<file path="src/sv/assert_macros.svh">
// assertion macros used by the allocator top level
`ifndef ASSERT_MACROS_SVH
`define ASSERT_MACROS_SVH

// property must hold at every clock edge out of reset
`define ASSERT_CLK(label, prop, msg) \
  label: assert property (@(posedge clk) disable iff (!rst_n) (prop)) else $error(msg);

// condition must never be seen at a clock edge out of reset
`define ASSERT_NEVER(label, cond, msg) \
  label: assert property (@(posedge clk) disable iff (!rst_n) !(cond)) else $error(msg);

`endif

</file>
<file path="src/sv/bbfa_pkg.sv">
// types and constants shared by the allocator modules
`default_nettype none

package bbfa_pkg;

  localparam int unsigned WORD_W = 32;

  // smallest effective memory size, also the size register reset value
  localparam logic [WORD_W-1:0] MIN_MEMORY     = 32'h0000_1000;
  localparam logic [WORD_W-1:0] MEM_SIZE_RESET = 32'h0000_1000;

  // request types
  localparam logic REQ_ALLOC = 1'b0;
  localparam logic REQ_FREE  = 1'b1;

  // result status codes
  localparam logic [1:0] STAT_OK      = 2'd0;
  localparam logic [1:0] STAT_NOSPACE = 2'd1;
  localparam logic [1:0] STAT_UNKNOWN = 2'd2;
  localparam logic [1:0] STAT_FULL    = 2'd3;

  // sequencer states
  typedef enum logic [2:0] {
    S_IDLE,
    S_CHECK,
    S_LIVE1,
    S_FREE1,
    S_LIVE2,
    S_FREE2,
    S_TRIV,
    S_COMMIT
  } state_t;

  // flags accumulated by one table pass
  typedef struct packed {
    logic match_found;
    logic empty_found;
    logic best_found;
  } scan_flags_t;

  // status into the sequencer
  typedef struct packed {
    logic        acc;
    logic        is_free;
    logic        is_zero;
    logic        oversize;
    logic        bump_fit;
    logic        out_free;
    logic        scan_done;
    scan_flags_t flags;
  } ctrl_in_t;

  // commands out of the sequencer
  typedef struct packed {
    logic in_ready;
    logic scan_start;
    logic scan_live;
    logic scan_best;
    logic key_saved;
    logic key_bump;
    logic save;
    logic commit_go;
    logic triv_go;
  } ctrl_out_t;

endpackage

`default_nettype wire

</file>
<file path="src/sv/bbfa_ctrl.sv">
// request sequencer: orders the table passes and the commit
`default_nettype none

module bbfa_ctrl import bbfa_pkg::*; (
  input  wire logic     clk,
  input  wire logic     rst_n,
  input  wire ctrl_in_t ci,
  output ctrl_out_t     co
);

  state_t state_r;
  state_t state_nxt;

  // state register
  always_ff @(posedge clk) begin
    if (!rst_n) begin
      state_r <= S_IDLE;
    end else begin
      state_r <= state_nxt;
    end
  end

  // next state
  always_comb begin
    state_nxt = state_r;
    case (state_r)
      S_IDLE: begin
        if (ci.acc) begin
          state_nxt = S_CHECK;
        end
      end
      S_CHECK: begin
        if (ci.is_free) begin
          state_nxt = S_LIVE1;
        end else if (ci.is_zero || ci.oversize) begin
          state_nxt = S_TRIV;
        end else if (ci.bump_fit) begin
          state_nxt = S_LIVE1;
        end else begin
          state_nxt = S_FREE1;
        end
      end
      S_LIVE1: begin
        if (ci.scan_done) begin
          if (!ci.is_free) begin
            state_nxt = S_COMMIT;
          end else if (ci.flags.match_found) begin
            state_nxt = S_FREE2;
          end else begin
            state_nxt = S_TRIV;
          end
        end
      end
      S_FREE1: begin
        if (ci.scan_done) begin
          state_nxt = ci.flags.best_found ? S_LIVE2 : S_TRIV;
        end
      end
      S_LIVE2, S_FREE2: begin
        if (ci.scan_done) begin
          state_nxt = S_COMMIT;
        end
      end
      S_TRIV, S_COMMIT: begin
        if (ci.out_free) begin
          state_nxt = S_IDLE;
        end
      end
      default: begin
        state_nxt = S_IDLE;
      end
    endcase
  end

  // commands
  always_comb begin
    co            = '0;
    co.in_ready   = (state_r == S_IDLE);
    co.scan_start = (state_nxt != state_r) &&
                    (state_nxt inside {S_LIVE1, S_FREE1, S_LIVE2, S_FREE2});
    co.scan_live  = (state_r inside {S_LIVE1, S_LIVE2});
    co.scan_best  = (state_r == S_FREE1);
    co.key_saved  = (state_r == S_LIVE2);
    co.key_bump   = (state_r == S_LIVE1) && !ci.is_free;
    co.save       = ci.scan_done &&
                    (((state_r == S_LIVE1) && ci.is_free) || (state_r == S_FREE1));
    co.commit_go  = (state_r == S_COMMIT) && ci.out_free;
    co.triv_go    = (state_r == S_TRIV) && ci.out_free;
  end

endmodule

`default_nettype wire

</file>
<file path="config.mk">
export PLATFORM = sky130hd
export DESIGN_NAME = bbfa_ctrl
export DESIGN_NICKNAME = d
export VERILOG_FILES = /design/src/sv/assert_macros.svh /design/src/sv/bbfa_pkg.sv /design/src/sv/bbfa_ctrl.sv
export SDC_FILE = /design/constraint.sdc
export NUM_CORES = 1
export LEC_CHECK = 0
export BUFFER_PORTS_ARGS = -buffer_cell sky130_fd_sc_hd__clkbuf_2
export CORE_AREA = 8 8 45 47
export DETAILED_ROUTE_END_ITERATION = 10
export DIE_AREA = 0 0 53 55
export PLACE_DENSITY = 0.63
export SETUP_SLACK_MARGIN = 0.5
export SLEW_MARGIN = 25
export SYNTH_ARGS = -nofsm -noshare
export SYNTH_HDL_FRONTEND = slang
export SYNTH_SLANG_ARGS = --single-unit
export TNS_END_PERCENT = 20
</file>
<file path="constraint.sdc">
create_clock -name clk -period 2.8 [get_ports clk]
set_input_delay 0.14 -clock clk [delete_from_list [all_inputs] [get_ports clk]]
set_output_delay 0.14 -clock clk [all_outputs]
set_load 0.02 [all_outputs]
</file>
Word level (Yosys, flattened, before mapping)
Index checks and enable logic that the tools add are counted.
{"block": "totals", "out_inout_bits": 9, "regBits": 3}
{"block": "op_classes", "mux": 12, "reduce_logical": 14, "eq_ne": 12}
{"op": "3-bit 2-to-1 mux", "n": 7}
{"op": "3-bit == test (second input constant)", "n": 6}
{"op": "3-bit one-hot mux with 6 select lines", "n": 1}
{"op": "3-bit by 2-bit == test with 1-bit output (second input constant)", "n": 4}
{"op": "1-bit logical AND", "n": 6}
{"op": "2-bit 2-to-1 mux", "n": 3}
{"op": "4-bit nonzero test", "n": 1}
{"op": "2-bit OR reduction", "n": 2}
{"op": "3-bit by 1-bit == test with 1-bit output (second input constant)", "n": 1}
{"op": "3-bit zero test", "n": 1}
{"op": "3-bit inequality test", "n": 1}
{"op": "1-bit logical OR", "n": 2}
{"op": "2-bit nonzero test", "n": 1}
{"op": "1-bit zero test", "n": 1}
{"op": "1-bit 2-to-1 mux", "n": 1}

Longest topological paths before layout
Gate-level depths: netlist of run 1.
{"block": "depth", "ltp_word": 7, "mapped_depth": 6}

Worst setup path before layout of run 1
OpenSTA, ideal clock, no wires.
{"block": "synth_timing", "kind": "reg2out", "startpoint": "register state_r[0]", "endpoint": "output port co[7] (netlist bit)", "path_stages_with_launch": 6, "setup_slack_ps": 1068, "required_ps": 2660, "arrival_time_ps": 1592, "path_cell_list": "dfxtp_1 or4b_4 nor4_4 a221oi_2 xor2_1 a21oi_1"}
{"item": "start, declared", "line": "bbfa_ctrl.sv:11", "source": "state_t state_r;"}
{"item": "start signal, assigned", "line": "bbfa_ctrl.sv:19", "source": "state_r <= state_nxt;"}
{"item": "end, declared", "line": "bbfa_ctrl.sv:8", "source": "output ctrl_out_t co"}

==> summary.txt, run 1 <==
Yosys
  – Synthesized flop and latch total: 3
  – Mux cell area share after synthesis: 0%
  – Xor/xnor share of the synthesized area: 4.50%
  – Synth area leaders: dfxtp_1, a21oi_1, and2_1, nor2_1, nor4_4
  – Syn_nets: 62
  – Asr flop ratio synth: 0%
  – Syn. warnings: 0
  – Largest family of logic cells by synthesized area: simple AND/OR/NAND/NOR gates
  – Post-synthesis sequential area ratio: 15.4%
  – Syn Area/Cell: 7.78 um2
  – Post-synth EDFFs: 0
  – Distinct cells, synth: 29
  – Simple-gate share of the synthesized area: 48.6%
  – Dominant synthesized flop cell: dfxtp_1
  – Top-area cell type share of the netlist area: 15.4%
  – Synth Area in Compound Gates: 23.2%
  – Synth cell count leaders: nor2_1, a21oi_1, and2_1, dfxtp_1
  – Area share of fa/ha/maj cells after synthesis: 0%
  – Most common cell in the netlist: nor2_1
  – Largest area contributor in the netlist: dfxtp_1
  – Post-Syn Area: slightly below 400 um2
  – Post-Syn Instances: 50

Power and ir drop
  – Pwr Density: approximately 1100 nW/um2
  – Leak: 0.236 nW
  – Tot Pwr: 0.548 mW
  – Peak supply drop: roughly 0.00062 V

Die
  – Initial Utilization: ~28%
  – Core box area: 1380 um2
  – Total I/O pin count: 21
  – Die ar.: 2920 um2
  – Die height: around 55 um
  – Rows: 14
  – Die width: 53 um

Global routing
  – GR Overflow Total: 0
  – Largest net degree at the start of global routing: 17
  – Antenna violations before repair: 0
  – All-layer global routing usage: 7.53%
  – Vias in the first global route: 398
  – First-pass GRT wire length: 1660 um

Final layout
  – Largest regs: state_r (3)
  – Max reg flops: 3
  – Synth-to-Final Area Change: 29.3%
  – Layout cell share with drive strength beyond 1: 47.8%
  – Final Non-Filler Cells: between 80 and 90
  – Sequential Area: 61.3 um2
  – Fillcell total: 167
  – Register with the most flip-flops: state_r
  – Area occupied by multi-input gates: approximately 300 um2
  – # diodes: 0
  – Final instance area: 503 um2
  – Final core occ: 36.3%
  – Post-layout net count: a little over 80

Place
  – Dpl ws: 779 ps
  – Area after DPL: 475 um2
  – IO buf count: 19
  – Placer Congestion: 0.772
  – Final HPWL DP: 811 um
  – Placed cell count: 81

Timing
  – Clock Skew: 1.87 ps
  – TNS Setup: 0 ps
  – Final Setup Violations: 0
  – Min Tclk post-route: 2080 ps
  – Final Hold Violating Endpoints: 0
  – Maximum clock rate: 481 MHz
  – Final Slew Violations: 0
  – RSZ-0062 raised after global routing: false
  – Fin crit share: 74.3%
  – Final setup margin: a little over 700 ps
  – Slew @ Worst Pin: roughly 380 ps
  – Hold Slack: ~140 ps
  – Slew margin rel.: around three quarters

Clock tree
  – Clock transition at path regs: 30 ps
  – CTS Root Cell: clkbuf_4
  – # Post-CTS Setup Buffers: 0
  – H-tree depth: 1
  – Sink Count: 3
  – Clock Tree Buf Depth: 2
  – CTS tree: built
  – Clock Latency Late Sink: 220 ps
  – Total CTS buffers: 3

Worst hold path
  – Worst min-delay path class: input pin to register

Drt
  – WL per Instance: 11.4 um
  – # DRC: 0
  – Iter 0 DRT Violations: 2
  – Vias per cell: 4.68
  – Detail Route Antenna Nets: 0
  – WL final: 968 um
  – Initial DRT Pass Iterations: 3
  – Total vias in the final route: 398

Critical path
  – Critical path capture point type: primary output
  – Critical Path RT: between 2000 and 3000 ps
  – Crit path DAT: 1940 ps
  – Critical Path Source Type: register
  – Crit path max fanout: 11
  – Setup Crit Path Kind: register to primary output

Run status
  – Status: finished clean

Run
  – Max-cap violation count: 0
worst max-delay path, cell delays in order, from the launching register on:
cell and delay, ps:
dfxtp_1 400, or4b_4 600, nor4_4 150, a221oi_2 80, xor2_1 150, a21oi_1 150
clkbuf_2 180
what timing repair did:
action / 4_1_cts / 5_1_grt
endpoints found under the setup margin: 0 / 1
gates resized for setup: 0 / 1
hold buffers: 0 / 0
layer usage:
layer	share of wire, %	routed length, um	GRT usage [%]	vias to the layer above
li1	-	-	-	214
met1	49	475	8.48	170
met2	43	412	11.9	12
met3	7.0	68	2.41	2
met4	1.1	11	5.17	0
met5	0	0	0	-
path summary, 6_finish.rpt:
kind	from	cells after the start	slack, ps	end
setup / recovery	state_r[1]	6	720	co[7]
hold / removal	rst_n	2	140	state_r[1]
setup reg to reg	state_r[2]	4	1340	state_r[1]
hold reg to reg	state_r[0]	3	810	state_r[0]
power breakdown:
part	switching, mW	internal (mW)
combinational	0.201	0.158
sequential	0.0548	0.0626
clock	0.0183	0.0531
total	0.274	0.274
area by class of cell:
type                            count  share of cell area (%)
Multi-Input combinational cell     42                    59.0
Timing Repair Buffer               19                    18.9
Sequential cell                     3                    12.2
Clock buffer                        4                    5.22
Tap cell                           16                    3.98
Inverter                            1                   0.746
cell families (layout without fill, tap and decap cells):
family                    after synthesis  count (layout)
AOI/OAI and AO/OA                      12              12
xor gates and xnor gates                2               2
buffers and inverters                   5              24
and+or+nand+nor                        28              28
DFF                                     3               3
layout by cell type, fill, tap and decap left out, drive strengths merged:
master and count:
clkbuf 23, nor2 6, a21oi 5, and2 4, nor2b 3, nand2b 3, o21ai 3, dfxtp 3
or2b 2, and3 2, nand2 2, nor4 2, inv 1, nor3b 1, or4b 1, a221oi 1
xor2 1, o22ai 1, nand3 1, o32ai 1, xnor2 1, o211a 1, nor3 1
Power figures use the tool's default switching activity.
==> inputs of run 2 (changes only) <==
--- a/config.mk
+++ b/config.mk
@@ -9,7 +9,7 @@
 export CORE_AREA = 8 8 45 47
 export DETAILED_ROUTE_END_ITERATION = 10
 export DIE_AREA = 0 0 53 55
-export PLACE_DENSITY = 0.63
+export PLACE_DENSITY = 0.65
 export SETUP_SLACK_MARGIN = 0.5
 export SLEW_MARGIN = 25
 export SYNTH_ARGS = -nofsm -noshare
==> constraint.sdc (replaced) <==
create_clock -name clk -period 1.9 [get_ports clk]
set_input_delay 0.095 -clock clk [delete_from_list [all_inputs] [get_ports clk]]
set_output_delay 0.095 -clock clk [all_outputs]
set_load 0.02 [all_outputs]
==> run 2 against run 1 <==
  * The run now ends with negative setup slack left
  * Critical path depth unchanged
  * Sequential share of layout area shrank 0.46 points
  * Worst setup slack worse by 740 ps
  * Die area did not move
  * Non-clock buffer count rose by 4
  * First-iteration DRC count up 50%
  * Critical endpoint unchanged
  * Combinational power increased by 110%
  * Critical path type unchanged
  * Via count up 4.3%
  * Register-to-register slack worse by 880 ps
  * Highest routed layer is now met3
  * Clock-buffer cell count did not move
==> summary.txt, run 2 (synthesized netlist as in run 1, its figures left out) <==
Timing
  – Maximum clock rate: about 520 MHz
  – Final Hold Violating Endpoints: 0 (unchanged)
  – Clock Skew: 5.85 ps (+3.97 ps)
  – Final Setup Violations: 1 (+1)
  – Hold Slack: 90.0 ps (-48.8 ps)
  – Slew margin rel.: 81.1% (+6.3 points)
  – Final setup margin: -15.7 ps (-735 ps)
  – Fin crit share: 101%
  – Final Slew Violations: 0 (unchanged)
  – RSZ-0062 raised after global routing: true
  – Min Tclk post-route: 1920 ps
  – Slew @ Worst Pin: 284 ps (-93.5 ps)

Clock tree
  – Clock transition at path regs: 40 ps (about the same)
  – Clock Tree Buf Depth: 2 (unchanged)
  – Clock Latency Late Sink: 230 ps (about the same)
  – Total CTS buffers: 3 (unchanged)
  – CTS Hold Bufs: 0 (unchanged)
  – CTS Root Cell: clkbuf_4
  – CTS tree: built
  – H-tree depth: 1 (unchanged)
  – Sink Count: 3 (unchanged)

Critical path
  – Crit path DAT: 1820 ps (-120 ps)
  – Critical Path RT: 1800 ps (-860 ps)
  – Critical path capture point type: primary output
  – Crit path max fanout: 10 (-1)
  – Critical Path End: co[7]
  – Crit. Startpoint: state_r[0]
  – Reg2reg start: state_r[2]
  – Reg2reg setup slack: 460 ps (-880 ps)
  – Critical Path Source Type: register
  – R2R cell count: 6 (+2)
  – RR Endpoint: state_r[0]
  – Setup Crit Path Kind: register to primary output

Run status
  – Failing checks: negative setup slack
  – Status: finished with violations

Power and ir drop
  – Leak: 0.266 nW (+13%)
  – Peak supply drop: 0.000765 V (+23%)
  – Pwr Density: 1750 nW/um2 (+61%)
  – Tot Pwr: 0.991 mW (+81%)

Die
  – Die height: 55 um (unchanged)
  – Die width: 53 um (unchanged)
  – Core box area: 1380 um2 (unchanged)
  – Total I/O pin count: 21 (unchanged)
  – Rows: 14 (unchanged)
  – Die ar.: 2920 um2 (unchanged)
  – Initial Utilization: 28.1% (unchanged)

Drt
  – WL per Instance: 11.8 um (+3.4%)
  – Detail Route Antenna Nets: 0 (unchanged)
  – Total vias in the final route: 415 (+4.3%)
  – Initial DRT Pass Iterations: 2 (-1)
  – Iter 0 DRT Violations: 3 (+1)
  – # DRC: 0 (unchanged)
  – WL final: 1050 um (+8.3%)
  – Vias per cell: 4.66 (-0.41%)

Global routing
  – Routing usage on met3: 3.21% (+0.80 points)
  – All-layer global routing usage: 7.38% (-0.16 points)
  – Vias in the first global route: 412 (+3.5%)
  – GR Overflow Total: 0 (unchanged)
  – First-pass GRT wire length: 1680 um (+1.2%)
  – Antenna violations before repair: 0 (unchanged)
  – GRT Max-Usage Layer: met2
  – Routing usage on met2: 12.3% (+0.39 points)
  – Largest net degree at the start of global routing: 11 (-6)
  – Met1 Use GR: 8.21% (-0.28 points)

Final layout
  – Register with the most flip-flops: state_r
  – Post-layout net count: 86 (+4.9%)
  – Layout cell share with drive strength beyond 1: 56.2% (+8.3 points)
  – Largest regs: state_r (3)
  – Sequential Area: 66.3 um2 (+8.2%)
  – Most common cell after layout, fill and taps aside: clkbuf_2
  – Final instance area: 566 um2 (+12%)
  – Max reg flops: 3 (unchanged)
  – Fillcell total: 145 (-13%)
  – Synth-to-Final Area Change: 45.3%
  – Final Non-Filler Cells: 89 (+4.7%)
  – Most frequent cells in the layout: clkbuf_2, nor2_1, buf_4, and2_1, a21oi_1
  – # diodes: 0 (unchanged)
  – Area occupied by multi-input gates: 313 um2 (+5.5%)

Place
  – Area after DPL: 503 um2 (+5.8%)
  – Dpl ws: 152 ps (-627 ps)
  – Placed cell count: 84 (+3.7%)
  – Final HPWL DP: 835 um (+2.9%)
  – IO buf count: 19 (unchanged)
  – Placer Congestion: 0.808 (+4.6%)

Run
  – Max-cap violation count: 0 (unchanged)

Worst hold path
  – Worst min-delay path class: input pin to register
==> run 2: changes by cell type in the layout (fill, tap and decap cells not counted), sizes merged <==
cell	change
buf	+6
clkbuf	-2
==> run 2: cell type report <==
class	instances	share of cell area, %
inverters	1	0.664
well taps	16	3.54
repair buffers	23	24.1
clock buffers	4	4.65
multi-input cells	42	55.3
flip-flops and latches	3	11.7
==> run 2: worst min-delay path by stage <==
stage,start,endpoint,slack [ps],depth (start not counted)
3_3_place_gp,rst_n,state_r[2],320,2
2_1_floorplan,rst_n,state_r[1],220,1
6_report,rst_n,state_r[1],90,2
3_5_place_dp,rst_n,state_r[2],330,2
4_1_cts,rst_n,state_r[2],90,2
5_1_grt,rst_n,state_r[0],110,2
==> run 2: layer usage <==
metal  vias up  share of wire (%)
li1        223                  -
met1       184                 40
met2         8                 52
met3         0                8.2
met4         0                  0
met5         -                  0
==> run 2: power breakdown <==
group          switching [mW]  internal (mW)  total (mW)
clock                  0.0304         0.0785       0.109
sequential             0.0470         0.0991       0.146
combinational           0.370          0.366       0.736
total                   0.447          0.544       0.991
==> run 2: critical path: stages, from the launching register on <==
cell      delay, ps
dfxtp_2         390
or4b_4          510
nor4_4          160
a221oi_2         80
xor2_1          160
a21oi_2         140
clkbuf_8        160
==> run 2: stage by stage <==
step | setup TNS, ps | utilization, %
after detailed placement | 0 | 36.3
after floorplan | 0 | -
after CTS | -46.3 | 39.1
after global routing | -104 | 40.9
final | -15.7 | 40.9
after global placement | 0 | 36.3
==> run 2: what timing repair did <==
item,in CTS,in global routing
cloned,0,0
setup buffers,0,1
endpoints found under the setup margin,3,6
pin swaps,1,1
resized for setup,4,6
==> inputs of run 3 (changes only) <==
--- a/config.mk
+++ b/config.mk
@@ -9,7 +9,6 @@
 export CORE_AREA = 8 8 45 47
 export DETAILED_ROUTE_END_ITERATION = 10
 export DIE_AREA = 0 0 53 55
-export PLACE_DENSITY = 0.65
 export SETUP_SLACK_MARGIN = 0.5
 export SLEW_MARGIN = 25
 export SYNTH_ARGS = -nofsm -noshare
==> run 3 against run 2 <==
  * The flow still finishes with violations (negative setup slack)
  * Via count increased by 5.3%
  * Largest power group unchanged
  * Die area is the same
  * Clock-buffer cell count stayed put
  * Non-clock buffer count decreased by 1
  * Clock power rose by 6%
  * Sequential power down 5%
  * Critical path depth is the same
  * Final cell count is 1.1% lower
  * Clock skew shrank 1.6 ps
  * Critical path type unchanged
==> summary.txt, run 3 (synthesized netlist as in run 1, its figures left out) <==
Run status
  – Status: finished with violations
  – Failing checks: negative setup slack

Clock tree
  – CTS Hold Bufs: 0 (unchanged)
  – Sink Count: 3 (unchanged)
  – CTS Root Cell: clkbuf_4
  – Clock Tree Buf Depth: 2 (unchanged)
  – Total CTS buffers: 3 (unchanged)
  – CTS tree: built
  – H-tree depth: 1 (unchanged)
  – Clock transition at path regs: 40 ps (about the same)
  – Clock Latency Late Sink: 240 ps (about the same)

Worst hold path
  – Hold path depth: 2 (unchanged)
  – Hold_sp: rst_n
  – Worst min-delay path class: input pin to register

Drt
  – # DRC: 0 (unchanged)
  – Initial DRT Pass Iterations: 2 (unchanged)
  – WL final: 1060 um (+1.2%)
  – Iter 0 DRT Violations: 4 (+1)
  – Total vias in the final route: 437 (+5.3%)
  – Vias per cell: 4.97 (+6.5%)
  – WL per Instance: 12.1 um (+2.4%)
  – Detail Route Antenna Nets: 0 (unchanged)

Critical path
  – Critical Path End: co[7]
  – Cell depth of the worst setup path: 6 (unchanged)
  – R2R cell count: 3 (-3)
  – Reg2reg start: state_r[2]
  – Slowest cell on the critical path: or4b_4
  – Reg2reg setup slack: 580 ps (+120 ps)
  – Crit. Startpoint: state_r[2]
  – Critical Path RT: 1800 ps (about the same)
  – Worst path top cell family by delay: simple AND/OR/NAND/NOR gates
  – Critical path capture point type: primary output
  – Setup Crit Path Kind: register to primary output
  – CP cell instances: or4b_4, nor4_4, a221oi_2, xor2_1, a21oi_2, buf_6
  – Crit path DAT: 1820 ps (about the same)
  – Critical path buffers and inverters: 1 (unchanged)
  – Critical Path Source Type: register
  – Crit path max fanout: 7 (-3)
  – Highest cell delay on the worst timing path: 550 ps (+40 ps)
  – RR Endpoint: state_r[2]

Place
  – Placer Congestion: 0.747 (-7.5%)
  – Area after DPL: 503 um2 (unchanged)
  – IO buf count: 19 (unchanged)
  – Placed cell count: 84 (unchanged)
  – Final HPWL DP: 860 um (+3.0%)

Final layout
  – Synth-to-Final Area Change: 43.4%
  – # diodes: 0 (unchanged)
  – Most common cell after layout, fill and taps aside: clkbuf_2
  – Final instance area: 558 um2 (-1.3%)
  – Final Non-Filler Cells: 88 (-1.1%)
  – Post-layout net count: 85 (-1.2%)
  – Register with the most flip-flops: state_r
  – Largest regs: state_r (3)
  – Max reg flops: 3 (unchanged)
  – Final core occ: 40.3% (-0.54 points)
  – Layout cell share with drive strength beyond 1: 58.3% (+2.2 points)
  – Most frequent cells in the layout: clkbuf_2, nor2_1, and2_1, a21oi_1, buf_4
  – Fillcell total: 154 (+6.2%)

Die
  – Die ar.: 2920 um2 (unchanged)
  – Die width: 53 um (unchanged)
  – Die height: 55 um (unchanged)
  – Total I/O pin count: 21 (unchanged)
  – Rows: 14 (unchanged)
  – Initial Utilization: 28.1% (unchanged)
  – Core box area: 1380 um2 (unchanged)

Global routing
  – All-layer global routing usage: 8.20% (+0.82 points)
  – Antenna violations before repair: 0 (unchanged)
  – First-pass GRT wire length: 1760 um (+5.0%)
  – Largest net degree at the start of global routing: 10 (-1)
  – Vias in the first global route: 434 (+5.3%)
  – GR Overflow Total: 0 (unchanged)

Timing
  – Hold Slack: 76.1 ps (-13.9 ps)
  – Slew @ Worst Pin: 299 ps (+15.0 ps)
  – Final Hold Violating Endpoints: 0 (unchanged)
  – TNS Setup: -16.4 ps (-0.672 ps)
  – Fin crit share: 101% (about the same)
  – Maximum clock rate: 522 MHz (about the same)
  – RSZ-0062 raised after global routing: true
  – Final Setup Violations: 1 (unchanged)
  – Clock Skew: 4.22 ps (-1.63 ps)
  – Final Slew Violations: 0 (unchanged)
  – Slew margin rel.: 80.1% (-1.0 points)
  – Final setup margin: -16.4 ps (-0.672 ps)
  – Min Tclk post-route: 1920 ps (+0.672 ps)

Power and ir drop
  – Internal power: 0.505 mW (-7.2%)
  – Register share of total power: 14.4% (-0.3 points)
  – Peak supply drop: 0.000645 V (-16%)
  – Leak: 0.260 nW (-2.3%)
  – Switch Pwr: 0.458 mW (+2.3%)
  – Switching share of power: 47.6% (+2.4 points)
  – Pwr Density: 1730 nW/um2 (-1.6%)
  – Fraction of power consumed by combinational cells: 73.7% (-0.6 points)
  – Clock power share: 11.9% (+0.9 points)

Run
  – Max-cap violation count: 0 (unchanged)
run 3: cell types whose count changed in the layout (fill, tap and decap cells not counted), sizes merged:
cell and change:
buf -1
run 3: final cells by class:
type	count	area (um2)	area share, %
Timing Repair Buffer	22	126	22.6
Inverter	1	3.75	0.673
Tap cell	16	20.0	3.59
Sequential cell	3	66.3	11.9
Clock buffer	4	26.3	4.71
Multi-Input combinational cell	42	315	56.5
run 3: per-stage QoR:
| stage | total power, mW | setup slack [ps] |
|---|---|---|
| 2_1_floorplan | 0.606 | 341 |
| 3_3_place_gp | 0.766 | 192 |
| 3_5_place_dp | 0.776 | 177 |
| 4_1_cts | 0.902 | -55.1 |
| 5_1_grt | 1.05 | -124 |
| 6_report | 0.963 | -16.4 |
run 3: metal layers:
layer,global-route usage (%),vias up,part of all wire (%)
met3,3.48,2,8.0
met4,6.47,0,1.7
li1,-,220,-
met5,0,-,0
met1,7.29,205,40
met2,14.5,10,50
run 3: how the worst min path moves through the flow:
stage / end
final: state_r[2]
after global routing: state_r[2]
after CTS: state_r[2]
after detailed placement: state_r[2]
after global placement: state_r[2]
after floorplan: state_r[1]
run 3: worst reg2reg max path, stage by stage, from the launching register on:
cell     delay (ps)
dfxtp_2         340
or4b_4          550
o22ai_2         230
and2_1          140
run 3: power by group through the flow:
stage               logic (mW)  registers, mW  clock network, mW
detailed placement       0.647          0.129                  0
floorplan                0.498          0.108                  0
CTS                      0.649          0.130              0.123
global route             0.772          0.145              0.128
finish                   0.709          0.139              0.115
global placement         0.639          0.127                  0
run 3: timing repair:
action                                  CTS  global route
endpoints found under the setup margin    3             7
cloned                                    0             0
pin swaps                                 1             3
gates resized for setup                   1            10
buffers inserted                          0             0
