## config.mk

```make
export PLATFORM = sky130hd
export DESIGN_NAME = bbfa_scan
export DESIGN_NICKNAME = d
export VERILOG_FILES = /design/src/sv/assert_macros.svh /design/src/sv/bbfa_pkg.sv /design/src/sv/bbfa_scan.sv
export SDC_FILE = /design/constraint.sdc
export NUM_CORES = 1
export LEC_CHECK = 0
export CORE_UTILIZATION = 51
export CTS_CLUSTER_DIAMETER = 60
export DETAILED_ROUTE_END_ITERATION = 6
export DONT_BUFFER_PORTS = 1
export PLACE_DENSITY = 0.69
export SLEW_MARGIN = 20
export SYNTH_ARGS = -nofsm -noshare
export SYNTH_HDL_FRONTEND = slang
export SYNTH_SLANG_ARGS = --single-unit
```

## constraint.sdc

```tcl
create_clock -name clk -period 5.77 [get_ports clk]
set_input_delay 0.2885 -clock clk [delete_from_list [all_inputs] [get_ports clk]]
set_output_delay 0.2885 -clock clk [all_outputs]
set_load 0.01 [all_outputs]
```

## src/sv/assert_macros.svh

```systemverilog
// assertion macros used by the allocator top level
`ifndef ASSERT_MACROS_SVH
`define ASSERT_MACROS_SVH

// property must hold at every clock edge out of reset
`define ASSERT_CLK(label, prop, msg) \
  label: assert property (@(posedge clk) disable iff (!rst_n) (prop)) else $error(msg);

// condition must never be seen at a clock edge out of reset
`define ASSERT_NEVER(label, cond, msg) \
  label: assert property (@(posedge clk) disable iff (!rst_n) !(cond)) else $error(msg);

`endif

```

## src/sv/bbfa_pkg.sv

```systemverilog
// types and constants shared by the allocator modules
`default_nettype none

package bbfa_pkg;

  localparam int unsigned WORD_W = 32;

  // smallest effective memory size, also the size register reset value
  localparam logic [WORD_W-1:0] MIN_MEMORY     = 32'h0000_1000;
  localparam logic [WORD_W-1:0] MEM_SIZE_RESET = 32'h0000_1000;

  // request types
  localparam logic REQ_ALLOC = 1'b0;
  localparam logic REQ_FREE  = 1'b1;

  // result status codes
  localparam logic [1:0] STAT_OK      = 2'd0;
  localparam logic [1:0] STAT_NOSPACE = 2'd1;
  localparam logic [1:0] STAT_UNKNOWN = 2'd2;
  localparam logic [1:0] STAT_FULL    = 2'd3;

  // sequencer states
  typedef enum logic [2:0] {
    S_IDLE,
    S_CHECK,
    S_LIVE1,
    S_FREE1,
    S_LIVE2,
    S_FREE2,
    S_TRIV,
    S_COMMIT
  } state_t;

  // flags accumulated by one table pass
  typedef struct packed {
    logic match_found;
    logic empty_found;
    logic best_found;
  } scan_flags_t;

  // status into the sequencer
  typedef struct packed {
    logic        acc;
    logic        is_free;
    logic        is_zero;
    logic        oversize;
    logic        bump_fit;
    logic        out_free;
    logic        scan_done;
    scan_flags_t flags;
  } ctrl_in_t;

  // commands out of the sequencer
  typedef struct packed {
    logic in_ready;
    logic scan_start;
    logic scan_live;
    logic scan_best;
    logic key_saved;
    logic key_bump;
    logic save;
    logic commit_go;
    logic triv_go;
  } ctrl_out_t;

endpackage

`default_nettype wire

```

## src/sv/bbfa_scan.sv

```systemverilog
// table scan unit: one entry a cycle, match / first empty / best fit
`default_nettype none

module bbfa_scan import bbfa_pkg::*; #(
  parameter int unsigned ENTRIES = 64,
  parameter int unsigned IDX_W   = 6
) (
  input  wire logic              clk,
  input  wire logic              rst_n,
  input  wire logic              start,
  input  wire logic              find_best,
  input  wire logic [WORD_W-1:0] key_addr,
  input  wire logic [WORD_W-1:0] key_size,
  output logic      [IDX_W-1:0]  rd_addr,
  input  wire logic              ent_vld,
  input  wire logic [WORD_W-1:0] ent_addr,
  input  wire logic [WORD_W-1:0] ent_size,
  output logic                   done,
  output scan_flags_t            flags,
  output logic      [IDX_W-1:0]  match_idx,
  output logic      [WORD_W-1:0] match_size,
  output logic      [IDX_W-1:0]  empty_idx,
  output logic      [IDX_W-1:0]  best_idx,
  output logic      [WORD_W-1:0] best_addr
);

  localparam logic [IDX_W-1:0] LAST_IDX = IDX_W'(ENTRIES - 1);

  logic              busy_r;
  logic [IDX_W-1:0]  cnt_r;
  logic              dvld_r;
  logic              dlast_r;
  logic              done_r;
  logic [IDX_W-1:0]  didx_r;
  scan_flags_t       flags_r;
  scan_flags_t       flags_nxt;
  logic [IDX_W-1:0]  match_idx_r;
  logic [WORD_W-1:0] match_size_r;
  logic [IDX_W-1:0]  empty_idx_r;
  logic [IDX_W-1:0]  best_idx_r;
  logic [WORD_W-1:0] best_addr_r;
  logic [WORD_W-1:0] best_size_r;
  logic              take_match;
  logic              take_empty;
  logic              take_best;

  // read address sweep
  always_ff @(posedge clk) begin
    if (!rst_n) begin
      busy_r  <= 1'b0;
      cnt_r   <= '0;
      dvld_r  <= 1'b0;
      dlast_r <= 1'b0;
      done_r  <= 1'b0;
    end else begin
      dvld_r  <= busy_r;
      dlast_r <= busy_r && (cnt_r == LAST_IDX);
      // done once the last entry has been folded into the results
      done_r  <= dvld_r && dlast_r;
      if (start) begin
        busy_r <= 1'b1;
        cnt_r  <= '0;
      end else if (busy_r) begin
        if (cnt_r == LAST_IDX) begin
          busy_r <= 1'b0;
        end
        cnt_r <= cnt_r + 1'b1;
      end
    end
  end

  always_ff @(posedge clk) begin
    didx_r <= cnt_r;
  end

  assign rd_addr = cnt_r;
  assign done    = done_r;

  // compare the returned entry against the key and the current best
  always_comb begin
    take_match = dvld_r && ent_vld && (ent_addr == key_addr) && !flags_r.match_found;
    take_empty = dvld_r && !ent_vld && !flags_r.empty_found;
    take_best  = dvld_r && find_best && ent_vld && (ent_size >= key_size) &&
                 (!flags_r.best_found || (ent_size < best_size_r) ||
                  ((ent_size == best_size_r) && (ent_addr < best_addr_r)));
  end

  // next flags
  always_comb begin
    flags_nxt = flags_r;
    if (take_match) begin
      flags_nxt.match_found = 1'b1;
    end
    if (take_empty) begin
      flags_nxt.empty_found = 1'b1;
    end
    if (take_best) begin
      flags_nxt.best_found = 1'b1;
    end
  end

  // accumulated flags
  always_ff @(posedge clk) begin
    if (!rst_n) begin
      flags_r <= '0;
    end else if (start) begin
      flags_r <= '0;
    end else begin
      flags_r <= flags_nxt;
    end
  end

  // accumulated indexes and values
  always_ff @(posedge clk) begin
    if (take_match) begin
      match_idx_r  <= didx_r;
      match_size_r <= ent_size;
    end
    if (take_empty) begin
      empty_idx_r <= didx_r;
    end
    if (take_best) begin
      best_idx_r  <= didx_r;
      best_addr_r <= ent_addr;
      best_size_r <= ent_size;
    end
  end

  assign flags      = flags_r;
  assign match_idx  = match_idx_r;
  assign match_size = match_size_r;
  assign empty_idx  = empty_idx_r;
  assign best_idx   = best_idx_r;
  assign best_addr  = best_addr_r;

endmodule

`default_nettype wire

```

## Yosys cells after proc, flatten, opt, wreduce, memory -nomap -nowiden

Index checks and enable logic that the tools add are counted.

| word-level totals | value |
|---|---|
| word-level logic and storage cells | 45 |
| bits of input ports | 133 |
| bits in registers | 133 |
| output and inout port bits | 92 |

| cells by class | value |
|---|---|
| equality and inequality tests | 3 |
| multiplexer cells | 3 |
| reductions and logical operators | 19 |
| $lt $le $gt $ge | 3 |
| add/sub/neg operators | 1 |
| bitwise operators | 1 |

Operators with widths:

| cell | count |
|---|---|
| $eq A32 B32 Y1 | 2 |
| $lt A32 B32 Y1 | 2 |
| $ge A32 B32 Y1 | 1 |
| $logic_and A1 B1 Y1 | 12 |
| $add A6 B1 Y6 const B | 1 |
| $eq A6 B6 Y1 const B | 1 |
| $logic_not A1 Y1 | 4 |
| $mux W1 | 3 |
| $logic_or A1 B1 Y1 | 2 |
| $reduce_or A2 Y1 | 1 |
| $not A1 Y1 | 1 |

## Longest topological paths before layout

Gate-level depths: netlist (run 1).

| depth | value |
|---|---|
| word-level depth | 4 |
| mapped depth | 9 |
| gate-level depth less buffers | 9 |

## Worst setup path before layout (run 1)

OpenSTA, ideal clock, no wires.

| timing | value |
|---|---|
| path type | register -> register |
| start | reg best_size_r[28] |
| end | reg best_addr_r[0], in the netlist best_addr[0] (enable) |
| required time | 5,230 ps |
| period minus slack after synthesis | 5,898 ps |
| arrival time | 5,358 ps |
| path slack | -128 ps |
| stages on the path, launching flop included | 9 |
| buffers on the path | 0 |
| setup time | 540 ps |
| path through | edfxtp_1 > inv_1 > ha_1 > a21oi_1 > nand2_1 > a2111oi_2 > o22ai_1 > a211o_1 > a31oi_1 |

| between the ends | value |
|---|---|
| longest elaborated chain between the ends | 4 |
| elaborated cells on any way between the ends | 6 |
| those cells by class | 1 x order compare; 1 x eq/ne; 4 x reduce/logical |

Ends and longest elaborated chain:

| element | line | source |
|---|---|---|
| from (decl) | bbfa_scan.sv:42 | `logic [WORD_W-1:0] best_size_r;` |
| from (signal assigned) | bbfa_scan.sv:125 | `best_size_r <= ent_size;` |
| $lt A32 B32 Y1 / $eq A32 B32 Y1 (equally long branches) | bbfa_scan.sv:84, bbfa_scan.sv:85 |  |
| $logic_or A1 B1 Y1 / $logic_and A1 B1 Y1 (equally long branches) | bbfa_scan.sv:84, bbfa_scan.sv:85 |  |
| $logic_or A1 B1 Y1 (*) | bbfa_scan.sv:84 | `(!flags_r.best_found \|\| (ent_size < best_size_r) \|\|` |
| $logic_and A1 B1 Y1 (*) | bbfa_scan.sv:83 | `take_best = dvld_r && find_best && ent_vld && (ent_size >= key_size) &&` |
| net take_best | bbfa_scan.sv:45 | `logic take_best;` |
| to (signal assigned) | bbfa_scan.sv:124 | `best_addr_r <= ent_addr;` |
| to (decl) | bbfa_scan.sv:41 | `logic [WORD_W-1:0] best_addr_r;` |

The timed path passes the listed nets; every way through them passes the cells marked *.
A chain may end at the register's enable or synchronous reset.

## Worst setup path after layout (run 1)

| timing | value |
|---|---|
| start | reg best_addr_r[4], in the netlist best_addr[4] |
| end | reg best_addr_r[15], in the netlist best_addr[15] (enable) |

| between the ends | value |
|---|---|
| longest elaborated chain between the ends | 4 |

Ends and longest elaborated chain:

| element | line | source |
|---|---|---|
| $lt A32 B32 Y1 | bbfa_scan.sv:85 | `((ent_size == best_size_r) && (ent_addr < best_addr_r)));` |
| $logic_and A1 B1 Y1 | bbfa_scan.sv:85 |  |
| $logic_or A1 B1 Y1 | bbfa_scan.sv:84 |  |
| $logic_and A1 B1 Y1 | bbfa_scan.sv:83 |  |
| net take_best | bbfa_scan.sv:45 |  |

The timed path passes the listed nets, and every way through them passes these cells.

==> impl_metrics.xml, run 1 <==
<?xml version="1.0" encoding="UTF-8"?>
<metrics>
  <group name="worst_setup_path">
    <metric name="critical_path.startpoint_type" unit="">flop</metric>
    <metric name="worst_path_required_time" unit="ps">5820</metric>
    <metric name="cp_max_fanout" unit="">55</metric>
    <metric name="setup.worst_path.start" unit="">best_addr[4]$_DFFE_PP_</metric>
    <metric name="cp_slowest_stage_delay" unit="ps">710</metric>
    <metric name="timing.critical_path.slowest_stage_cell" unit="">sky130_fd_sc_hd__buf_4</metric>
    <metric name="crit_type" unit="">reg2reg</metric>
    <metric name="critical_path.cell_chain" unit="">inv_1 -&gt; ha_1 -&gt; a211oi_1 -&gt; o21ai_0 -&gt; a31oi_1 -&gt; nor4_1 -&gt; o311ai_1 -&gt; o2111ai_1 -&gt; a31oi_4 -&gt; buf_4</metric>
    <metric name="cp-end-kind" unit="">flop</metric>
    <metric name="worstPathArrival" unit="ps">3700</metric>
    <metric name="worst-path-buf-inv" unit="">2</metric>
    <metric name="path_delay_family" unit="">compound AO/OA/AOI/OAI gates</metric>
    <metric name="start_of_the_worst_register_to_register_path" unit="">best_addr[4]$_DFFE_PP_</metric>
  </group>
  <group name="clock_tree">
    <metric name="cts_buffers" unit="">17</metric>
    <metric name="cts_root_buffer" unit="">sky130_fd_sc_hd__clkbuf_16</metric>
    <metric name="cts_sinks" unit="">133</metric>
    <metric name="postCtsSetupBuffers" unit="">0</metric>
    <metric name="clk_pin_slew_worst_paths" unit="ps">60</metric>
    <metric name="cts_tree" unit="">done</metric>
    <metric name="number_of_buffers_on_the_longest_clock_path" unit="">2</metric>
    <metric name="clk-insertion-delay-late" unit="ps">420</metric>
    <metric name="cts_max_level" unit="">4</metric>
  </group>
  <group name="logic_synthesis">
    <metric name="netlist_area" unit="um^2">6760</metric>
    <metric name="area_fraction_in_compound_gates_after_synthesis" unit="">0.0798</metric>
    <metric name="synth.area.top_cells" unit="">sky130_fd_sc_hd__edfxtp_1, sky130_fd_sc_hd__ha_1, sky130_fd_sc_hd__dfxtp_1, sky130_fd_sc_hd__inv_1, sky130_fd_sc_hd__xnor2_1</metric>
    <metric name="syn_avg_cell_area" unit="um^2">12.3</metric>
    <metric name="synth_largest_area_cell" unit="">sky130_fd_sc_hd__edfxtp_1</metric>
    <metric name="ys_seq_elements" unit="">133</metric>
    <metric name="synth_edf_count" unit="">114</metric>
    <metric name="yosysWarnings" unit="">0</metric>
    <metric name="synth_mux_area_frac" unit="">0.00148</metric>
    <metric name="synth_top_family_by_area" unit="">adder cells</metric>
    <metric name="asyncSetResetFlopFracSynth" unit="">0</metric>
    <metric name="synth_simple_gate_area_frac" unit="">0.0750</metric>
    <metric name="ys_seq_area_frac" unit="">0.563</metric>
    <metric name="postSynthCellCount" unit="">547</metric>
    <metric name="synth.lib_cells_used.distinct" unit="">44</metric>
    <metric name="adder_cell_share_of_the_synthesized_area" unit="">0.178</metric>
    <metric name="number_of_nets_in_the_synthesized_netlist" unit="">776</metric>
    <metric name="synth_xor_xnor_area_share" unit="">0.0467</metric>
    <metric name="ys_dominant_reg_cell" unit="">sky130_fd_sc_hd__edfxtp_1</metric>
    <metric name="yosys.area.top_type_share" unit="">0.507</metric>
    <metric name="library_cell_with_the_highest_instance_count_after_synthesis" unit="">sky130_fd_sc_hd__edfxtp_1</metric>
    <metric name="ys_top_cells_by_count" unit="">sky130_fd_sc_hd__edfxtp_1, sky130_fd_sc_hd__inv_1, sky130_fd_sc_hd__ha_1</metric>
  </group>
  <group name="detailed_routing">
    <metric name="drt_first_iter_violations" unit="">240</metric>
    <metric name="via_count" unit="">4494</metric>
    <metric name="drt_drc_violations_left" unit="">0</metric>
    <metric name="drt-total-wl" unit="mm">15.8</metric>
    <metric name="vias_per_cell" unit="">5.51</metric>
    <metric name="first_pass_iters" unit="">4</metric>
    <metric name="wl_per_cell" unit="um">19.4</metric>
    <metric name="route.antenna.remaining_nets" unit="">0</metric>
  </group>
  <group name="placed_design">
    <metric name="dpl_worst_slack" unit="ps">2190</metric>
    <metric name="post-dp-hpwl" unit="mm">11.5</metric>
    <metric name="port_buffers" unit="">0</metric>
    <metric name="gp_congestion" unit="">0.875</metric>
  </group>
  <group name="flow_run">
    <metric name="cap_viol_max_count" unit="">0</metric>
  </group>
  <group name="timing">
    <metric name="min_period_over_period" unit="">0.633</metric>
    <metric name="finClkSkew" unit="ps">16.3</metric>
    <metric name="hold_violations" unit="">0</metric>
    <metric name="maxClockFrequency" unit="GHz">0.274</metric>
    <metric name="max_slew_vio_count" unit="">0</metric>
    <metric name="final_setup_slack_of_the_worst_path" unit="ps">2120</metric>
    <metric name="time_the_worst_path_needs_with_i_o_delays_and_setup" unit="ps">3650</metric>
    <metric name="setup_tns" unit="ps">0</metric>
    <metric name="rsz0062_at_grt" unit="">false</metric>
    <metric name="setup_viol" unit="">0</metric>
    <metric name="timing.slew.headroom" unit="">0.333</metric>
    <metric name="final.hold.worst_slack" unit="ps">22.3</metric>
    <metric name="tightest_slew" unit="ps">998</metric>
  </group>
  <group name="finish">
    <metric name="fillerInstances" unit="">959</metric>
    <metric name="final_core_utilization" unit="">0.645</metric>
    <metric name="area.growth.synth_to_final" unit="%">21.9</metric>
    <metric name="final_net_count" unit="">860</metric>
    <metric name="final_layout_size_suffix_gt1_frac" unit="">0.0621</metric>
    <metric name="count_of_inserted_antenna_diode_cells" unit="">0</metric>
  </group>
  <group name="floorplan">
    <metric name="placementRows" unit="">41</metric>
    <metric name="die_area" unit="um^2">13700</metric>
    <metric name="initial_core_util" unit="">0.529</metric>
    <metric name="core_area" unit="um^2">12800</metric>
    <metric name="die-height" unit="um">117</metric>
    <metric name="floorplan.io_pins" unit="">225</metric>
    <metric name="fp.dieW" unit="um">117</metric>
  </group>
  <group name="run_status">
    <metric name="run_status" unit="">finished clean</metric>
  </group>
  <group name="power">
    <metric name="static-leakage-power" unit="uW">0.00345</metric>
    <metric name="totalPowerFinal" unit="uW">2290</metric>
    <metric name="power.ir.vdd_worst" unit="mV">0.178</metric>
    <metric name="power_density" unit="nW/um^2">279</metric>
  </group>
  <group name="global_route">
    <metric name="grt.overflow.total" unit="">0</metric>
    <metric name="grt_start_max_net_pins" unit="">56</metric>
    <metric name="grt_antenna_before_repair" unit="">0</metric>
    <metric name="grt_first_pass_wirelength" unit="mm">23.5</metric>
    <metric name="first_global_vias" unit="">4722</metric>
    <metric name="grt.total_usage" unit="">0.238</metric>
  </group>
  <group name="hold_path">
    <metric name="timing.hold.worst.start" unit="">start</metric>
    <metric name="hold_class" unit="">in2reg</metric>
  </group>
</metrics>
[cell usage in the layout, fill, tap and decap left out, types with 2 or more instances in the layout]
master / instances
sky130_fd_sc_hd__inv_1: 99
sky130_fd_sc_hd__clkinvlp_4: 3
sky130_fd_sc_hd__a211oi_1: 3
sky130_fd_sc_hd__a21oi_1: 34
sky130_fd_sc_hd__buf_4: 2
sky130_fd_sc_hd__a221oi_1: 2
sky130_fd_sc_hd__nand4_1: 25
sky130_fd_sc_hd__clkinv_4: 3
sky130_fd_sc_hd__nand3_1: 7
sky130_fd_sc_hd__nand2_1: 18
sky130_fd_sc_hd__o21ai_0: 17
sky130_fd_sc_hd__dfxtp_1: 19
sky130_fd_sc_hd__a211o_1: 2
sky130_fd_sc_hd__nor4_1: 5
sky130_fd_sc_hd__dlygate4sd3_1: 65
sky130_fd_sc_hd__edfxtp_1: 114
sky130_fd_sc_hd__xnor2_1: 22
sky130_fd_sc_hd__a21o_1: 11
sky130_fd_sc_hd__nor2b_1: 4
sky130_fd_sc_hd__ha_1: 96
sky130_fd_sc_hd__clkbuf_16: 17
sky130_fd_sc_hd__and3_1: 3
sky130_fd_sc_hd__nor2_1: 20
sky130_fd_sc_hd__xor2_1: 14
sky130_fd_sc_hd__inv_6: 4
sky130_fd_sc_hd__and4_1: 2
sky130_fd_sc_hd__or2_2: 2
sky130_fd_sc_hd__nor3_1: 2
sky130_fd_sc_hd__bufinv_16: 2
sky130_fd_sc_hd__nand2b_1: 3
[final cells by class]
class | instances | area [um^2] | share of cell area
sequential | 133 | 3800 | 0.462
multi-input combinational | 313 | 2600 | 0.315
timing repair buffer | 67 | 666 | 0.0808
clock buffer | 18 | 429 | 0.0521
inverter | 99 | 372 | 0.0451
tap | 172 | 215 | 0.0261
clock inverter | 14 | 153 | 0.0185
[logic make-up (layout without fill, tap and decap cells)]
family	after synthesis	after routing
and+or+nand+nor	96	96
muxes	1	1
xor gates and xnor gates	36	36
DFF	133	133
buffers and inverters	101	198
AOI/OAI and AO/OA	84	84
adders and majority gates	96	96
[stage by stage]
step,cells,area [um^2]
2_1_floorplan,547,6760
3_3_place_gp,719,7000
3_5_place_dp,719,7000
4_1_cts,816,8230
5_1_grt,816,8230
6_report,816,8230
[state kept, by name, indices dropped and copies added, names as in the netlist]
name	count
rd_addr	6
dvld_r	1
best_addr	32
match_size	32
didx_r	6
flags	3
empty_idx	6
busy_r	1
dlast_r	1
done	1
best_size_r	32
best_idx	6
match_idx	6
[power breakdown]
group / internal (uW) / leakage (uW) / switching, uW
Combinational: 94.6 / 0.00199 / 87.0
Sequential: 1050 / 0.00119 / 6.57
Clock: 640 / 0.000275 / 417
[per-layer routing]
metal  GRT usage  share of wire
met5           0              0
met4       0.106          0.025
met3      0.0803          0.071
met2       0.421           0.51
met1       0.258           0.40
[worst paths after layout]
| path | end | slack (ps) | cells after the start |
|---|---|---|---|
| worst max register to register | best_addr[15]$_DFFE_PP_ | 2120 | 10 |
| worst max-delay path | best_addr[15]$_DFFE_PP_ | 2120 | 10 |
| worst min register to register | match_idx[0]$_DFFE_PP_ | 450 | 0 |
| worst min-delay path | busy_r$_SDFF_PN0_ | 20 | 2 |
[what timing repair did]
action	in CTS	in global routing
setup endpoints to repair	0	0
hold endpoints to repair	98	0
gates resized for setup	0	0
hold buffers	65	0
Note: power is estimated with default switching activity, not from simulation.
==> run 2, diff against run 1 <==
- clock period: 5.77 -> 3 ns (I/O delays scaled with it)
==> run 2 against run 1 <==
Against the previous run:
- maximum frequency grew 27%
- sequential power increased by 92%
- clock skew decreased by 6.1 ps
- clock power grew 80%
- critical path type unchanged
==> impl_metrics.xml, run 2 (synthesized netlist as in run 1, its figures left out) <==
<?xml version="1.0" encoding="UTF-8"?>
<metrics>
  <group name="run_status">
    <metric name="run_status" unit="">finished clean</metric>
  </group>
  <group name="global_route">
    <metric name="grt_first_pass_wirelength" unit="mm">24.3</metric>
    <metric name="grt_start_max_net_pins" unit="">40</metric>
    <metric name="first_global_vias" unit="">4682</metric>
    <metric name="grt.total_usage" unit="">0.248</metric>
    <metric name="grt_antenna_before_repair" unit="">0</metric>
    <metric name="grt.overflow.total" unit="">0</metric>
  </group>
  <group name="worst_setup_path">
    <metric name="start_of_the_worst_register_to_register_path" unit="">best_addr[4]$_DFFE_PP_</metric>
    <metric name="crit_type" unit="">reg2reg</metric>
    <metric name="timing.critical_path.to" unit="">best_size_r[3]$_DFFE_PP_</metric>
    <metric name="worst_path_required_time" unit="ps">3100</metric>
    <metric name="setup.worst_path.start" unit="">best_addr[4]$_DFFE_PP_</metric>
    <metric name="reg2reg_to" unit="">best_size_r[3]$_DFFE_PP_</metric>
    <metric name="cp_max_fanout" unit="">36</metric>
    <metric name="reg2regPathDepth" unit="">10</metric>
    <metric name="r2r_setup_slack" unit="ps">120</metric>
    <metric name="critical_path.startpoint_type" unit="">flop</metric>
    <metric name="worstPathArrival" unit="ps">2980</metric>
    <metric name="cp-end-kind" unit="">flop</metric>
  </group>
  <group name="clock_tree">
    <metric name="clk_pin_slew_worst_paths" unit="ps">60</metric>
    <metric name="number_of_buffers_on_the_longest_clock_path" unit="">2</metric>
    <metric name="post_cts.resized_instances" unit="">0</metric>
    <metric name="cts_max_level" unit="">4</metric>
    <metric name="cts_sinks" unit="">133</metric>
    <metric name="cts_buffers" unit="">17</metric>
    <metric name="holdBufCountCts" unit="">67</metric>
    <metric name="cts_tree" unit="">done</metric>
    <metric name="cts_root_buffer" unit="">sky130_fd_sc_hd__clkbuf_16</metric>
    <metric name="postCtsSetupBuffers" unit="">0</metric>
    <metric name="clk-insertion-delay-late" unit="ps">410</metric>
  </group>
  <group name="timing">
    <metric name="timing.slew.headroom" unit="">0.348</metric>
    <metric name="setup_viol" unit="">0</metric>
    <metric name="time_the_worst_path_needs_with_i_o_delays_and_setup" unit="ps">2880</metric>
    <metric name="min_period_over_period" unit="">0.959</metric>
    <metric name="maxClockFrequency" unit="GHz">0.348</metric>
    <metric name="max_slew_vio_count" unit="">0</metric>
    <metric name="tightest_slew" unit="ps">975</metric>
    <metric name="rsz0062_at_grt" unit="">false</metric>
    <metric name="finClkSkew" unit="ps">10.2</metric>
    <metric name="hold_violations" unit="">0</metric>
  </group>
  <group name="detailed_routing">
    <metric name="via_count" unit="">4516</metric>
    <metric name="drt_drc_violations_left" unit="">0</metric>
    <metric name="route.antenna.remaining_nets" unit="">0</metric>
    <metric name="first_pass_iters" unit="">4</metric>
    <metric name="vias_per_cell" unit="">5.51</metric>
    <metric name="drt_first_iter_violations" unit="">213</metric>
    <metric name="drt-total-wl" unit="mm">16.4</metric>
    <metric name="wl_per_cell" unit="um">20.0</metric>
  </group>
  <group name="finish">
    <metric name="mostFrequentLayoutCell" unit="">sky130_fd_sc_hd__edfxtp_1</metric>
    <metric name="layout.cells.most_common_list" unit="">sky130_fd_sc_hd__edfxtp_1, sky130_fd_sc_hd__inv_1, sky130_fd_sc_hd__ha_1, sky130_fd_sc_hd__dlygate4sd3_1, sky130_fd_sc_hd__a21oi_1</metric>
    <metric name="area.growth.synth_to_final" unit="%">22.3</metric>
    <metric name="count_of_inserted_antenna_diode_cells" unit="">0</metric>
    <metric name="final_layout_size_suffix_gt1_frac" unit="">0.0649</metric>
    <metric name="final_net_count" unit="">863</metric>
    <metric name="fin_area" unit="um^2">8260</metric>
    <metric name="fillerInstances" unit="">942</metric>
  </group>
  <group name="floorplan">
    <metric name="floorplan.io_pins" unit="">225</metric>
    <metric name="die_area" unit="um^2">13700</metric>
    <metric name="placementRows" unit="">41</metric>
    <metric name="initial_core_util" unit="">0.529</metric>
    <metric name="core_area" unit="um^2">12800</metric>
    <metric name="fp.dieW" unit="um">117</metric>
    <metric name="die-height" unit="um">117</metric>
  </group>
  <group name="power">
    <metric name="static-leakage-power" unit="uW">0.00345</metric>
    <metric name="power_density" unit="nW/um^2">519</metric>
    <metric name="totalPowerFinal" unit="uW">4290</metric>
    <metric name="power.ir.vdd_worst" unit="mV">0.315</metric>
  </group>
  <group name="hold_path">
    <metric name="whs_path_depth" unit="">1</metric>
    <metric name="hold_class" unit="">in2reg</metric>
  </group>
  <group name="flow_run">
    <metric name="cap_viol_max_count" unit="">0</metric>
  </group>
  <group name="placed_design">
    <metric name="post-dp-hpwl" unit="mm">11.8</metric>
    <metric name="port_buffers" unit="">0</metric>
    <metric name="placedInstanceArea" unit="um^2">7050</metric>
    <metric name="gp_congestion" unit="">0.840</metric>
  </group>
</metrics>
==> run 2: changes by cell type in the layout (fill, tap and decap cells not counted), sizes merged <==
cell | previous run | this run
buf | 2 | 3
bufinv | 2 | 0
clkbuf | 18 | 17
clkinv | 5 | 2
clkinvlp | 3 | 5
dlygate4sd3 | 65 | 67
inv | 103 | 107
==> run 2: critical path: stages (launching register included) <==
cell                        delay (ps)
sky130_fd_sc_hd__edfxtp_1          450
sky130_fd_sc_hd__inv_1              90
sky130_fd_sc_hd__ha_1              240
sky130_fd_sc_hd__a211oi_1          300
sky130_fd_sc_hd__o21ai_1           150
sky130_fd_sc_hd__a31oi_1           200
sky130_fd_sc_hd__nor4_1             80
sky130_fd_sc_hd__o311ai_1          280
sky130_fd_sc_hd__o2111ai_1         220
sky130_fd_sc_hd__a31oi_4           280
sky130_fd_sc_hd__buf_12            270
==> run 2: final cells by class <==
class,count,area (um^2),share of cell area
sequential,133,3800,0.461
multi-input combinational,313,2600,0.314
timing repair buffer,70,731,0.0885
clock buffer,17,425,0.0515
inverter,99,372,0.0450
tap,172,215,0.0261
clock inverter,15,116,0.0141
==> run 2: metal layers <==
metal	share of wire	up-vias	global-route usage
met5	0	-	0
met2	0.51	179	0.437
met4	0.036	0	0.129
met3	0.062	37	0.0767
met1	0.39	2146	0.268
li1	-	2154	-
==> run 2: stage by stage <==
| step | hold WS (ps) | setup TNS, ps | cells | setup slack [ps] | utilization |
|---|---|---|---|---|---|
| 6_report | 56.1 | 0 | 819 | 123 | 0.647 |
| 5_1_grt | 48.5 | 0 | 819 | 19.0 | 0.647 |
| 4_1_cts | 38.6 | 0 | 819 | 207 | 0.647 |
| 3_5_place_dp | 249 | 0 | 720 | 220 | 0.552 |
| 3_3_place_gp | 249 | 0 | 720 | 326 | 0.552 |
| 2_1_floorplan | 249 | -24020 | 547 | -343 | - |
==> run 2: worst min path at each step <==
stage                  from                  endpoint  slack, ps
2_1_floorplan   ent_addr[0]    best_addr[0]$_DFFE_PP_        250
3_3_place_gp    ent_addr[2]    best_addr[2]$_DFFE_PP_        250
3_5_place_dp   ent_size[22]  match_size[22]$_DFFE_PP_        250
4_1_cts             ent_vld    empty_idx[0]$_DFFE_PP_         40
5_1_grt             ent_vld    empty_idx[0]$_DFFE_PP_         50
6_report            ent_vld    empty_idx[3]$_DFFE_PP_         60
==> run 2: where the power goes <==
part | switching [uW] | total [uW] | leakage [uW] | internal, uW
Combinational | 164 | 350 | 0.00202 | 185
Clock | 836 | 1910 | 0.000252 | 1070
Sequential | 13.1 | 2030 | 0.00119 | 2020
Total | 1010 | 4290 | 0.00345 | 3270
